### config.mk
export PLATFORM = sky130hd
export DESIGN_NAME = tsq_div
export DESIGN_NICKNAME = d
export VERILOG_FILES = /design/src/tsq_pkg.sv /design/src/tsq_div.sv
export SDC_FILE = /design/constraint.sdc
export NUM_CORES = 1
export LEC_CHECK = 0
export BUFFER_PORTS_ARGS = -buffer_cell sky130_fd_sc_hd__buf_4
export CAP_MARGIN = 0
export CELL_PAD_IN_SITES_DETAIL_PLACEMENT = 2
export CELL_PAD_IN_SITES_GLOBAL_PLACEMENT = 2
export CORE_UTILIZATION = 40
export DETAILED_ROUTE_END_ITERATION = 8
export PLACE_DENSITY = 0.95
export RECOVER_POWER = 50
export SLEW_MARGIN = 20
export SYNTH_ARGS = -nofsm -noshare
export SYNTH_HDL_FRONTEND = slang
export SYNTH_SLANG_ARGS = --single-unit
export TNS_END_PERCENT = 10
### constraint.sdc
create_clock -name clk -period 6.3 [get_ports clk]
set_clock_uncertainty 0.05 [all_clocks]
set_input_delay 0.63 -clock clk [delete_from_list [all_inputs] [get_ports clk]]
set_output_delay 0.63 -clock clk [all_outputs]
set_load 0.02 [all_outputs]
### src/tsq_pkg.sv
package tsq_pkg;

  // Fixed-point and field widths
  localparam int FRACTION_BITS = 31;
  localparam int SIZE_W        = 32;
  localparam int COORD_W       = 16;
  localparam int IDX_W         = 6;
  localparam int SHARE_W       = FRACTION_BITS + 1;
  localparam int MUL_A_W       = COORD_W + SHARE_W;
  localparam int MUL_B_W       = SHARE_W;
  localparam int PROD_W        = MUL_A_W + MUL_B_W;

  // Input item modes
  localparam logic MODE_LOAD   = 1'b0;
  localparam logic MODE_LAYOUT = 1'b1;

  typedef struct packed {
    logic                      mode;
    logic [SIZE_W-1:0]         child_size;
    logic signed [COORD_W-1:0] rect_left;
    logic signed [COORD_W-1:0] rect_top;
    logic signed [COORD_W-1:0] rect_right;
    logic signed [COORD_W-1:0] rect_bottom;
  } in_item_t;

  typedef struct packed {
    logic [IDX_W-1:0]          child_index;
    logic signed [COORD_W-1:0] out_left;
    logic signed [COORD_W-1:0] out_top;
    logic signed [COORD_W-1:0] out_right;
    logic signed [COORD_W-1:0] out_bottom;
    logic                      placed;
    logic                      final_rect;
  } out_item_t;

  // One store entry: load index and size
  typedef struct packed {
    logic [IDX_W-1:0]  idx;
    logic [SIZE_W-1:0] size;
  } entry_t;

endpackage

### src/tsq_div.sv
// Restoring divider giving a Q1.FRACTION_BITS share of num over den
module tsq_div #(
  parameter int SUM_W = 38
) (
  input  logic                          clk,
  input  logic                          rst_n,
  input  logic                          start,
  input  logic [tsq_pkg::SIZE_W-1:0]    num,
  input  logic [SUM_W-1:0]              den,
  output logic                          busy,
  output logic [tsq_pkg::SHARE_W-1:0]   quot
);

  localparam int CNT_W = $clog2(tsq_pkg::FRACTION_BITS + 1);

  logic                          busy_r;
  logic [CNT_W-1:0]              cnt_r;
  logic [SUM_W-1:0]              rem_r;
  logic [SUM_W-1:0]              den_r;
  logic [tsq_pkg::SHARE_W-1:0]   quot_r;
  logic [SUM_W:0]                rem_sh;
  logic                          ge;
  logic                          whole;

  assign whole  = SUM_W'(num) >= den;
  assign rem_sh = {rem_r, 1'b0};
  assign ge     = rem_sh >= {1'b0, den_r};

  always_ff @(posedge clk) begin
    if (!rst_n) begin
      busy_r <= 1'b0;
      cnt_r  <= '0;
    end else if (start) begin
      busy_r <= !whole;
      cnt_r  <= CNT_W'(tsq_pkg::FRACTION_BITS);
    end else if (busy_r) begin
      cnt_r <= cnt_r - 1'b1;
      if (cnt_r == CNT_W'(1)) busy_r <= 1'b0;
    end
  end

  // one quotient bit per cycle
  always_ff @(posedge clk) begin
    if (start) begin
      rem_r  <= SUM_W'(num);
      den_r  <= den;
      quot_r <= whole ? (tsq_pkg::SHARE_W'(1) << tsq_pkg::FRACTION_BITS) : '0;
    end else if (busy_r) begin
      rem_r  <= ge ? SUM_W'(rem_sh - {1'b0, den_r}) : SUM_W'(rem_sh);
      quot_r <= {quot_r[tsq_pkg::SHARE_W-2:0], ge};
    end
  end

  assign busy = busy_r;
  assign quot = quot_r;

endmodule

==> flow_summary_export.csv <==
group,metric,value,unit
synth,yosys_warnings,0,
detailed_routing,avgRoutedWirePerCell,24.8,um
clock_tree,cts_hold_buffers,0,
grt,first_global_vias,8026,
sta,fmax,206,MHz
floorplan,die_height,143,um
finish,syn2layout_area_growth,17.6,%
pwr,power_density,326,nW/um^2
grt,grt_overflow,0,
detailed_routing,drtPass1Iterations,6,
status,outcome,"finished with violations",
clock_tree,cts-root-buf,"clkbuf_16",
place,dp_hpwl,21900,um
place,routabilityCongestion,0.891,
floorplan,die_w,143,um
clock_tree,htree_levels,4,
sta,setup_viol,0,
synth,syn_avg_cell_area,9.38,sq um
pwr,seqPwrFrac,32.5,%
detailed_routing,viasPerCell,5.94,
synth,synth_edf_count,102,
synth,async_reset_ff_share,0,%
detailed_routing,vias,7253,
setup_path,critPathKind,"in -> reg",
setup_path,path_max_fanout,64,
clock_tree,numCtsBuffers,17,
sta,totalNegativeSetupSlack,0,ps
min_path,min_path_type,"in -> reg",
synth,yosys.area.top_type_share,38.7,%
pwr,sw_frac_of_total,38.1,%
run,drv_cap,3,
sta,tightestPinTransition,3160,ps
synth,syn_nets,989,
synth,synth.most_common_cell,"edfxtp_1",
floorplan,start_util,40.8,%
sta,finalCritPeriodShare,77.2,%
setup_path,cp.required,6510,ps
pwr,combPwrFrac,34.8,%
grt,grt_pass1_wl,47000,um
synth,synth.distinct_cells,78,
grt,grt_max_degree,65,
setup_path,slowest_delay,2320,ps
clock_tree,cts_resized,0,
finish,drive_gt1_share,11.2,%
floorplan,rows,51,
clock_tree,cts_setup_buffers,0,
finish,final_util,47.9,%
floorplan,core_area,19400,sq um
pwr,power_switching,1.15,mW
finish,nNetsFinal,1091,
grt,grtUsageTotal,31.4,%
finish,n_antenna_cell,0,
synth,syn_inst,843,
pwr,peakVddDrop,0.208,mV
sta,hold_violations,0,
setup_path,endpoint_kind,"flop",
detailed_routing,drc,0,
clock_tree,clkSinkCount,114,
clock_tree,clk_latency,440,ps
place,port_buffers,105,
detailed_routing,drtAntennaViolNets,0,
sta,period_needed,4860,ps
sta,rsz0062_at_grt,"no",
clock_tree,cts_tree,"built",
detailed_routing,wirelength,30300,um
pwr,clkPwrFrac,32.7,%
sta,drv_slew,154,
sta,maxSlewHeadroom,-111,%
synth,synth_common_cells,"edfxtp_1, inv_1, nand2_1",
pwr,leakage,3.95,nW
floorplan,dieArea,20300,sq um
synth,synth_area_leaders,"edfxtp_1, ha_1, inv_1",
pwr,p_int,1.88,mW
floorplan,ios,106,
status,violations,"capacitance limit, slew limit",
clock_tree,clk_pin_slew_worst_paths,60,ps
synth,yosysTopAreaCell,"edfxtp_1",
setup_path,cp.arrival,5070,ps
grt,grt_antenna_before_repair,0,
synth,ys_seq_area_share,41.8,%
synth,netlist_area,7910,sq um
setup_path,critPathMostFrequentCell,"clkbuf_1",
detailed_routing,drt_iter0_markers,420,
synth,synth_ff_type,"edfxtp_1",
synth,synth_seq_cells,114,
setup_path,cp-start-kind,"primary input",
clock_tree,clockBufferDepth,2,
finish,fillers,2159,
setup_path,path_cells,"clkbuf_1 > clkbuf_1 > nor2_1 > o2bb2ai_1 > nor3b_1",
setup_path,cpMaxStageDelayCell,"clkbuf_1",
-- logic make-up (layout without fill, tap and decap cells) --
logic type	after synthesis	in the layout	synth area share (%)
AND/OR/NAND/NOR	279	279	17.5
multiplexers	10	10	1.30
buffers and inverters	121	235	6.06
adder cells (fa/ha/maj)	73	73	11.6
flip-flops	114	114	41.8
XOR/XNOR	27	27	2.99
AO/OA/AOI/OAI	219	219	18.8
-- through the flow --
| step | area [sq um] | worst slack (ps) | power [mW] | std cells | hold slack (ps) |
|---|---|---|---|---|---|
| final | 9300 | 1440 | 3.03 | 1222 | 348 |
| after global routing | 9300 | 1040 | 3.15 | 1222 | 335 |
| after CTS | 9530 | 2220 | 3.05 | 1222 | 304 |
| after detailed placement | 8950 | 2400 | 2.02 | 1191 | 471 |
| after global placement | 8950 | 2580 | 1.95 | 1191 | 443 |
| after floorplan | 7910 | 3170 | 1.67 | 843 | 418 |
-- metal layers --
layer / wire (um) / vias up / track usage, %
li1: - / 3278 / -
met1: 12200 / 3676 / 36.2
met2: 15800 / 240 / 56.8
met3: 1330 / 59 / 5.70
met4: 915 / 0 / 13.3
met5: 0 / - / 0
-- critical path: cells and delay by family --
family                 cells  cell delay [ps]
AO/OA/AOI/OAI              1              240
buffers and inverters      2             3720
AND/OR/NAND/NOR            2              460
-- layout by cell type, fill, tap and decap left out, drive strengths merged, types with 8 or more instances in the layout --
master	netlist	final
edfxtp	102	102
inv	92	96
nand2	92	92
clkbuf	14	90
ha	72	72
a21oi	64	64
nor2	62	62
buf	14	38
o21ai	38	38
nor2b	35	35
a21o	21	21
a31oi	20	20
nand4	20	20
nand3	16	16
xnor2	14	14
xor2	13	13
dfxtp	12	12
nand2b	10	10
nor3	10	10
a311oi	8	8
mux2i	8	8
clkinv	1	8
-- sequential cells by signal, indices dropped and copies added, names as in the netlist --
register,flops
quot,32
rem_r,38
cnt_r,5
den_r,38
busy,1
-- layout make-up --
type,count,area [sq um],area share [%]
Timing Repair Buffer,111,604,6.50
Inverter,93,349,3.75
Multi-Input combinational cell,608,4130,44.4
Clock buffer,17,425,4.57
Tap cell,265,332,3.56
Sequential cell,114,3300,35.5
Clock inverter,14,156,1.68
-- path summary, 6_finish.rpt --
check	from	endpoint	slack (ps)	cells past startpoint
worst max-delay path	start	rem_r[30]$_DFFE_PP_	1440	5
worst min-delay path	den[9]	den_r[9]$_DFFE_PP_	350	1
worst max register to register	rem_r[5]$_DFFE_PP_	rem_r[28]$_DFFE_PP_	2110	10
worst min register to register	rem_r[36]$_SDFFE_PP0P_	rem_r[37]$_SDFFE_PP0P_	470	2
-- power by group through the flow --
stage          Clock, mW  Combinational (mW)  Sequential (mW)
6_report           0.990                1.05            0.986
4_1_cts             1.00                1.07            0.985
5_1_grt             1.03                1.13            0.994
3_3_place_gp           0               0.964            0.985
2_1_floorplan          0               0.665             1.00
3_5_place_dp           0                1.02            0.996
No activity file was read; power rests on OpenSTA's default activity.
