==> src/tsq_pkg.sv <==
package tsq_pkg;

  // Fixed-point and field widths
  localparam int FRACTION_BITS = 31;
  localparam int SIZE_W        = 32;
  localparam int COORD_W       = 16;
  localparam int IDX_W         = 6;
  localparam int SHARE_W       = FRACTION_BITS + 1;
  localparam int MUL_A_W       = COORD_W + SHARE_W;
  localparam int MUL_B_W       = SHARE_W;
  localparam int PROD_W        = MUL_A_W + MUL_B_W;

  // Input item modes
  localparam logic MODE_LOAD   = 1'b0;
  localparam logic MODE_LAYOUT = 1'b1;

  typedef struct packed {
    logic                      mode;
    logic [SIZE_W-1:0]         child_size;
    logic signed [COORD_W-1:0] rect_left;
    logic signed [COORD_W-1:0] rect_top;
    logic signed [COORD_W-1:0] rect_right;
    logic signed [COORD_W-1:0] rect_bottom;
  } in_item_t;

  typedef struct packed {
    logic [IDX_W-1:0]          child_index;
    logic signed [COORD_W-1:0] out_left;
    logic signed [COORD_W-1:0] out_top;
    logic signed [COORD_W-1:0] out_right;
    logic signed [COORD_W-1:0] out_bottom;
    logic                      placed;
    logic                      final_rect;
  } out_item_t;

  // One store entry: load index and size
  typedef struct packed {
    logic [IDX_W-1:0]  idx;
    logic [SIZE_W-1:0] size;
  } entry_t;

endpackage

==> src/tsq_mul.sv <==
// Shift-add multiplier, one multiplier bit per cycle
module tsq_mul (
  input  logic                             clk,
  input  logic                             rst_n,
  input  logic                             start,
  input  logic [tsq_pkg::MUL_A_W-1:0]      a,
  input  logic [tsq_pkg::MUL_B_W-1:0]      b,
  output logic                             busy,
  output logic [tsq_pkg::PROD_W-1:0]       prod
);

  localparam int CNT_W = $clog2(tsq_pkg::MUL_B_W + 1);

  logic                          busy_r;
  logic [CNT_W-1:0]              cnt_r;
  logic [tsq_pkg::PROD_W-1:0]    mc_r;
  logic [tsq_pkg::MUL_B_W-1:0]   mp_r;
  logic [tsq_pkg::PROD_W-1:0]    acc_r;

  // control
  always_ff @(posedge clk) begin
    if (!rst_n) begin
      busy_r <= 1'b0;
      cnt_r  <= '0;
    end else if (start) begin
      busy_r <= 1'b1;
      cnt_r  <= CNT_W'(tsq_pkg::MUL_B_W);
    end else if (busy_r) begin
      cnt_r <= cnt_r - 1'b1;
      if (cnt_r == CNT_W'(1)) busy_r <= 1'b0;
    end
  end

  // datapath
  always_ff @(posedge clk) begin
    if (start) begin
      acc_r <= '0;
      mc_r  <= tsq_pkg::PROD_W'(a);
      mp_r  <= b;
    end else if (busy_r) begin
      if (mp_r[0]) acc_r <= acc_r + mc_r;
      mc_r <= mc_r << 1;
      mp_r <= mp_r >> 1;
    end
  end

  assign busy = busy_r;
  assign prod = acc_r;

endmodule

==> config.mk <==
export PLATFORM = sky130hd
export DESIGN_NAME = tsq_mul
export DESIGN_NICKNAME = d
export VERILOG_FILES = /design/src/tsq_pkg.sv /design/src/tsq_mul.sv
export SDC_FILE = /design/constraint.sdc
export NUM_CORES = 1
export LEC_CHECK = 0
export ABC_AREA = 0
export BUFFER_PORTS_ARGS = -buffer_cell sky130_fd_sc_hd__buf_2
export CORE_MARGIN = 3
export CORE_UTILIZATION = 40
export CTS_CLUSTER_DIAMETER = 150
export DETAILED_ROUTE_END_ITERATION = 16
export GPL_TIMING_DRIVEN = 0
export PLACE_DENSITY = 0.71
export RECOVER_POWER = 100
export SYNTH_ARGS = -nofsm -noshare
export SYNTH_HDL_FRONTEND = slang
export SYNTH_SLANG_ARGS = --single-unit
==> constraint.sdc <==
create_clock -name clk -period 5.7 [get_ports clk]
set_clock_uncertainty 0.2 [all_clocks]
set_input_delay 0.855 -clock clk [delete_from_list [all_inputs] [get_ports clk]]
set_output_delay 0.855 -clock clk [all_outputs]
set_load 0.02 [all_outputs]
==> results of run 1 <==
-- worst max-delay path: cells and delay by family --
| family | cells | cell delay, ns |
|---|---|---|
| buffers and inverters | 5 | 2.36 |
| and+or+nand+nor | 1 | 1.25 |
-- metrics by stage --
step / util / area (um2) / power (mW) / hold WS [ns] / cells
after detailed placement: 0.451 / 13900 / 2.44 / 0.263 / 1938
after floorplan: - / 12500 / 2.22 / 0.268 / 1378
after global routing: 0.466 / 14300 / 3.88 / 0.299 / 1970
after global placement: 0.450 / 13800 / 2.43 / 0.255 / 1937
after CTS: 0.471 / 14500 / 3.74 / 0.275 / 1970
final: 0.466 / 14300 / 3.71 / 0.276 / 1970
-- final cells by class --
type                       instances  area, um2
buffer                            78        352
inverter                          25       93.8
multi-input combinational       1076       7230
timing repair buffer             164        742
sequential                       199       4780
clock buffer                      17        425
fill                            3048      16400
tap                              396        495
clock inverter                    15        200
-- kinds of logic after synthesis --
family,synth area share
compound gates,0.196
simple gates,0.162
xor+xnor,0.0427
mux,0.0977
flops,0.382
buf+inv,0.0370
fa+ha+maj,0.0825
-- cells in the final DEF (no fill, tap or decap), types with 8 or more instances in the layout --
| master | synthesis | routed |
|---|---|---|
| edfxtp_1 | 80 | 80 |
| a21o_1 | 47 | 47 |
| o21ai_1 | 18 | 8 |
| nand2_1 | 173 | 173 |
| o21a_1 | 11 | 11 |
| o21bai_1 | 21 | 21 |
| nor2_1 | 99 | 100 |
| mux2i_1 | 33 | 33 |
| xnor2_1 | 43 | 43 |
| clkbuf_16 | 0 | 17 |
| a31oi_1 | 9 | 9 |
| o211ai_1 | 6 | 8 |
| inv_1 | 25 | 25 |
| dfxtp_1 | 119 | 119 |
| nand4_1 | 31 | 31 |
| buf_2 | 0 | 82 |
| nand3b_1 | 13 | 13 |
| a211o_1 | 8 | 8 |
| mux2_2 | 78 | 77 |
| ha_1 | 81 | 81 |
| a21oi_1 | 154 | 155 |
| nor3_1 | 24 | 24 |
| clkbuf_1 | 65 | 148 |
| xor2_1 | 18 | 18 |
| o21ai_0 | 57 | 67 |
| nand3_1 | 25 | 25 |
-- state kept, by name, indices dropped and copies added (netlist names) --
name	cells
busy	1
mc_r	80
mp_r	32
cnt_r	6
prod	80
-- power by group through the flow --
stage                     logic, mW  registers [mW]  clock network [mW]
final                         0.760            1.65                1.30
after global routing          0.842            1.66                1.38
after CTS                     0.768            1.65                1.33
after detailed placement      0.762            1.68                   0
after global placement        0.748            1.68                   0
after floorplan               0.522            1.70                   0
-- layer usage --
metal	GRT usage	part of all wire	wire length, um	vias to the layer above
met1	0.279	0.46	16200	5163
li1	-	-	-	5403
met2	0.340	0.46	16200	376
met5	0	0.00059	21	-
met3	0.0428	0.064	2280	54
met4	0.0567	0.022	784	4
-- worst min path at each step --
stage,start,end,slack (ns),cells past startpoint
finish,prod[55]$_SDFFE_PP0P_,prod[55]$_SDFFE_PP0P_,0.28,2
global route,prod[62]$_SDFFE_PP0P_,prod[62]$_SDFFE_PP0P_,0.30,2
CTS,prod[42]$_SDFFE_PP0P_,prod[42]$_SDFFE_PP0P_,0.27,2
detailed placement,prod[42]$_SDFFE_PP0P_,prod[42]$_SDFFE_PP0P_,0.26,2
global placement,prod[42]$_SDFFE_PP0P_,prod[42]$_SDFFE_PP0P_,0.26,2
floorplan,cnt_r[0]$_SDFFE_PP0P_,cnt_r[0]$_SDFFE_PP0P_,0.27,2
==> out/results.txt, run 1 <==
worst endpoint data arrival time - 4.50 ns
distinct cell type count of the synthesized netlist - 82
Post-Synthesis Cell Area - 12,500 um2
Yosys top cell area share - 0.192
setup_tns - 0 ns
Max transition margin - -0.0402
Logic pwr share - 0.205
Post-Syn Nets - 1,543
Placer Congestion - 0.901
CP Capture Point - mp_r[0]$_DFFE_PP_
Worst Setup SP - start
Worst setup EP type - flop
clk buf depth - 2
Post-DRT Antenna Nets - 0
Worst Max-Slew Pin Slew - 1.56 ns
area grow syn2layout - 14.3%
worst reg-to-reg path cell count - 12
worst slack, placed - 1.53 ns
internal power - 2.52 mW
Flop pwr share - 0.445
failing checks - max-capacitance violations, max-slew violations
EDFF count, synth - 80
Yosys reg bits - 199
# setup viols final - 0
synth top area cells - edfxtp_1 (19%), dfxtp_1 (19%), ha_1 (8.1%)
Slowest Stage Delay on Critical Path - 1.25 ns
total track usage - 0.207
global route total overflow - 0
minimum clock period - 4.57 ns
post-CTS sizing - 0
placed wire-length estimate - 27,300 um
cell taking the most area after synthesis - edfxtp_1
switching power - 1.18 mW
post-CTS setup buffer count - 0
antenna violations before repair - 2
Post-Syn Instances - 1,378
clock root buffer master - clkbuf_16
post-DR vias/cell - 5.58
Tcrit/Tclk final - 0.802
Reg clk slew, reported paths - 0.08 ns
initial DRC count - 796
Max-cap violations - 1
Synth async-reset ratio - 0
drt wl/cell - 18.0 um
final max-slew violation count - 31
Required @ worst endpoint - 5.63 ns
Slowest-stage cell, CP - or2_1
residual DRC count - 0
Cell Pwr Density - 259 nW/um2
CTS sink cnt - 199
total die area - 33,500 um2
n_diodes - 0
reg2reg start - mc_r[0]$_SDFFCE_PN0P_
RSZ-0062 raised after global routing - false
Detailed Route WL - 35,500 um
sequential fraction of the synthesis area - 0.382
die height - 183 um
syn_area_per_cell - 9.09 um2
most used cell, CP - clkbuf_1
VDD IR max - 182 uV
core area - 30,700 um2
hold_buf cts - 0
critical path fanouts, max - 50
vias in the first global route - 10,800
IO buf count - 163
Starting Density - 0.407
Clock power frac - 0.350
vias after detailed routing - 11,000
status - finished with violations
Switching Fraction - 0.319
Yosys warnings - 0
die width - 183 um
Top FF cell, synth - dfxtp_1
share of post-route cells with drive strength above 1 - 0.137
I/O Pins - 164
Leakage - 5.83 nW
Worst R2R End - prod[74]$_SDFFE_PP0P_
Final Worst Setup Slack - 1.13 ns
htree depth - 4
cell with the most instances after synthesis - nand2_1
Clock Latency Late Sink - 0.45 ns
fin nets - 1,726
global-route wire length before repair - 56,300 um
Commonest cells post-synth - nand2_1 (173), a21oi_1 (154), dfxtp_1 (119), nor2_1 (99), ha_1 (81)
worst path cell trace - buf_2 -> clkbuf_1 -> clkbuf_1 -> clkbuf_1 -> or2_1 -> buf_16
Hold/Removal Path Class - reg -> reg
R2R setup slack - 1.20 ns
CTS tree - built
Setup Crit Path Kind - in -> reg
Final Hold Viols - 0
largest net degree at the start of global routing - 51
Initial DRT Pass Iterations - 5
Fmax - 219 MHz
CP startpoint kind - primary input
floorplan row count - 64
TritonCTS buffer count - 17
(Power assumes the default switching activity.)
==> run 2, diff against run 1 <==
==> constraint.sdc (replaced) <==
create_clock -name clk -period 4.4 [get_ports clk]
set_clock_uncertainty 0.2 [all_clocks]
set_input_delay 0.66 -clock clk [delete_from_list [all_inputs] [get_ports clk]]
set_output_delay 0.66 -clock clk [all_outputs]
set_load 0.02 [all_outputs]
==> out/results.txt, run 2 (same netlist as run 1, synthesis figures left out) <==
status - completed
Starting Density - 0.407
Worst Max-Slew Pin Slew - 1.16 ns
total track usage - 0.207
Placer Congestion - 0.901
area of placed instances - 13,900 um2
Switching Fraction - 0.318
reg2reg start - mc_r[0]$_SDFFCE_PN0P_
worst path cell trace - ha_1 -> fa_1 -> a21o_1 -> a311oi_1 -> nor4_1 -> or3_1 -> and4_1 -> o2111ai_2 -> a21oi_1 -> nor2_2 -> o31ai_1 -> a211o_1
htree depth - 4
internal power - 3.27 mW
I/O Pins - 164
residual DRC count - 0
antenna violations before repair - 2
TritonCTS buffer count - 17
Clock power frac - 0.349
worst endpoint data arrival time - 4.39 ns
hold_buf cts - 0
most common cell after layout, fill and taps aside - nand2_1
total power draw - 4.79 mW
worst reg-to-reg path cell count - 12
global route total overflow - 0
placed wire-length estimate - 27,300 um
n_diodes - 0
Reg clk slew, reported paths - 0.08 ns
floorplan row count - 64
share of post-route cells with drive strength above 1 - 0.140
Slowest Stage Delay on Critical Path - 0.58 ns
IO buf count - 163
critical path fanouts, max - 5
placed cells - 1,938
# setup viols final - 0
Required @ worst endpoint - 4.53 ns
Max transition margin - 0.208
CTS tree - built
fin nets - 1,726
Slowest-stage cell, CP - a311oi_1
most frequent cells in the layout - nand2_1 (173), a21oi_1 (155), clkbuf_1 (149)
Worst setup EP type - flop
total die area - 33,500 um2
design area - 14,300 um2
CP startpoint kind - flop
Setup Crit Path Kind - reg -> reg
initial DRC count - 839
worst slack, placed - 0.238 ns
Detailed Route WL - 35,500 um
Final Worst Setup Slack - 0.143 ns
Hold/Removal Path Class - in -> reg
Final Hold Viols - 0
clk buf depth - 2
switching power - 1.52 mW
R2R setup slack - 0.14 ns
drt wl/cell - 18.0 um
minimum clock period - 4.26 ns
Fmax - 235 MHz
area grow syn2layout - 14.5%
post-DR vias/cell - 5.59
vias in the first global route - 10,800
Max-cap violations - 0
worst hold stages - 2
clock root buffer master - clkbuf_16
CTS sink cnt - 199
Post-DRT Antenna Nets - 0
CP Capture Point - prod[74]$_SDFFE_PP0P_
die width - 183 um
final max-slew violation count - 0
Final Util - 0.466
Layout Cells excl Fill - 1,970
Leakage - 5.83 nW
die height - 183 um
core area - 30,700 um2
Worst R2R End - prod[74]$_SDFFE_PP0P_
vias after detailed routing - 11,000
largest net degree at the start of global routing - 51
Logic pwr share - 0.205
WHS - 0.260 ns
VDD IR max - 236 uV
global-route wire length before repair - 56,300 um
Tcrit/Tclk final - 0.968
Flop pwr share - 0.446
Worst Setup SP - mc_r[0]$_SDFFCE_PN0P_
setup_tns - 0 ns
Clock Latency Late Sink - 0.44 ns
RSZ-0062 raised after global routing - false
Initial DRT Pass Iterations - 7
Cell Pwr Density - 334 nW/um2
-- run 2: changes by cell type in the layout (fill, tap and decap cells not counted), sizes merged --
cell and delta:
buf -1, clkbuf +1
-- run 2: layout make-up --
| class | count | area [um2] |
|---|---|---|
| plain buffers | 78 | 352 |
| clock buffers | 17 | 425 |
| clock inverters | 15 | 200 |
| fillers | 3043 | 16400 |
| inverters | 25 | 93.8 |
| multi-input cells | 1076 | 7260 |
| flip-flops and latches | 199 | 4780 |
| well taps | 396 | 495 |
| repair buffers | 164 | 726 |
-- run 2: what timing repair did --
item                                    4_1_cts  5_1_grt
resized for setup                             0        1
setup buffers                                 0        0
endpoints found under the setup margin        0        1
-- run 2: power by group through the flow --
| stage | Sequential [mW] | Combinational, mW | Clock (mW) |
|---|---|---|---|
| 2_1_floorplan | 2.20 | 0.676 | 0 |
| 3_3_place_gp | 2.17 | 0.969 | 0 |
| 3_5_place_dp | 2.18 | 0.987 | 0 |
| 4_1_cts | 2.14 | 0.995 | 1.72 |
| 5_1_grt | 2.15 | 1.09 | 1.78 |
| 6_report | 2.14 | 0.983 | 1.67 |
-- run 2: worst max-delay path, delay by kind of cell, from the launching register on --
kind / cells / cell delay (ns)
AOI/OAI and AO/OA: 6 / 1.70
and+or+nand+nor: 4 / 1.19
adders and majority gates: 2 / 0.63
DFF: 1 / 0.42
-- run 2: worst min-delay path by stage --
stage	startpoint	end	slack, ns
final	rst_n	cnt_r[5]$_SDFFE_PN0P_	0.26
after global routing	rst_n	cnt_r[5]$_SDFFE_PN0P_	0.25
after CTS	rst_n	cnt_r[5]$_SDFFE_PN0P_	0.24
after detailed placement	prod[42]$_SDFFE_PP0P_	prod[42]$_SDFFE_PP0P_	0.26
after global placement	prod[42]$_SDFFE_PP0P_	prod[42]$_SDFFE_PP0P_	0.26
after floorplan	cnt_r[0]$_SDFFE_PP0P_	cnt_r[0]$_SDFFE_PP0P_	0.27
-- run 2: per-layer routing --
metal  wire length (um)  part of all wire  track usage
met1              16300              0.46        0.279
met3               2210             0.062       0.0428
met5                 21           0.00059            0
met4                812             0.023       0.0567
met2              16100              0.45        0.340
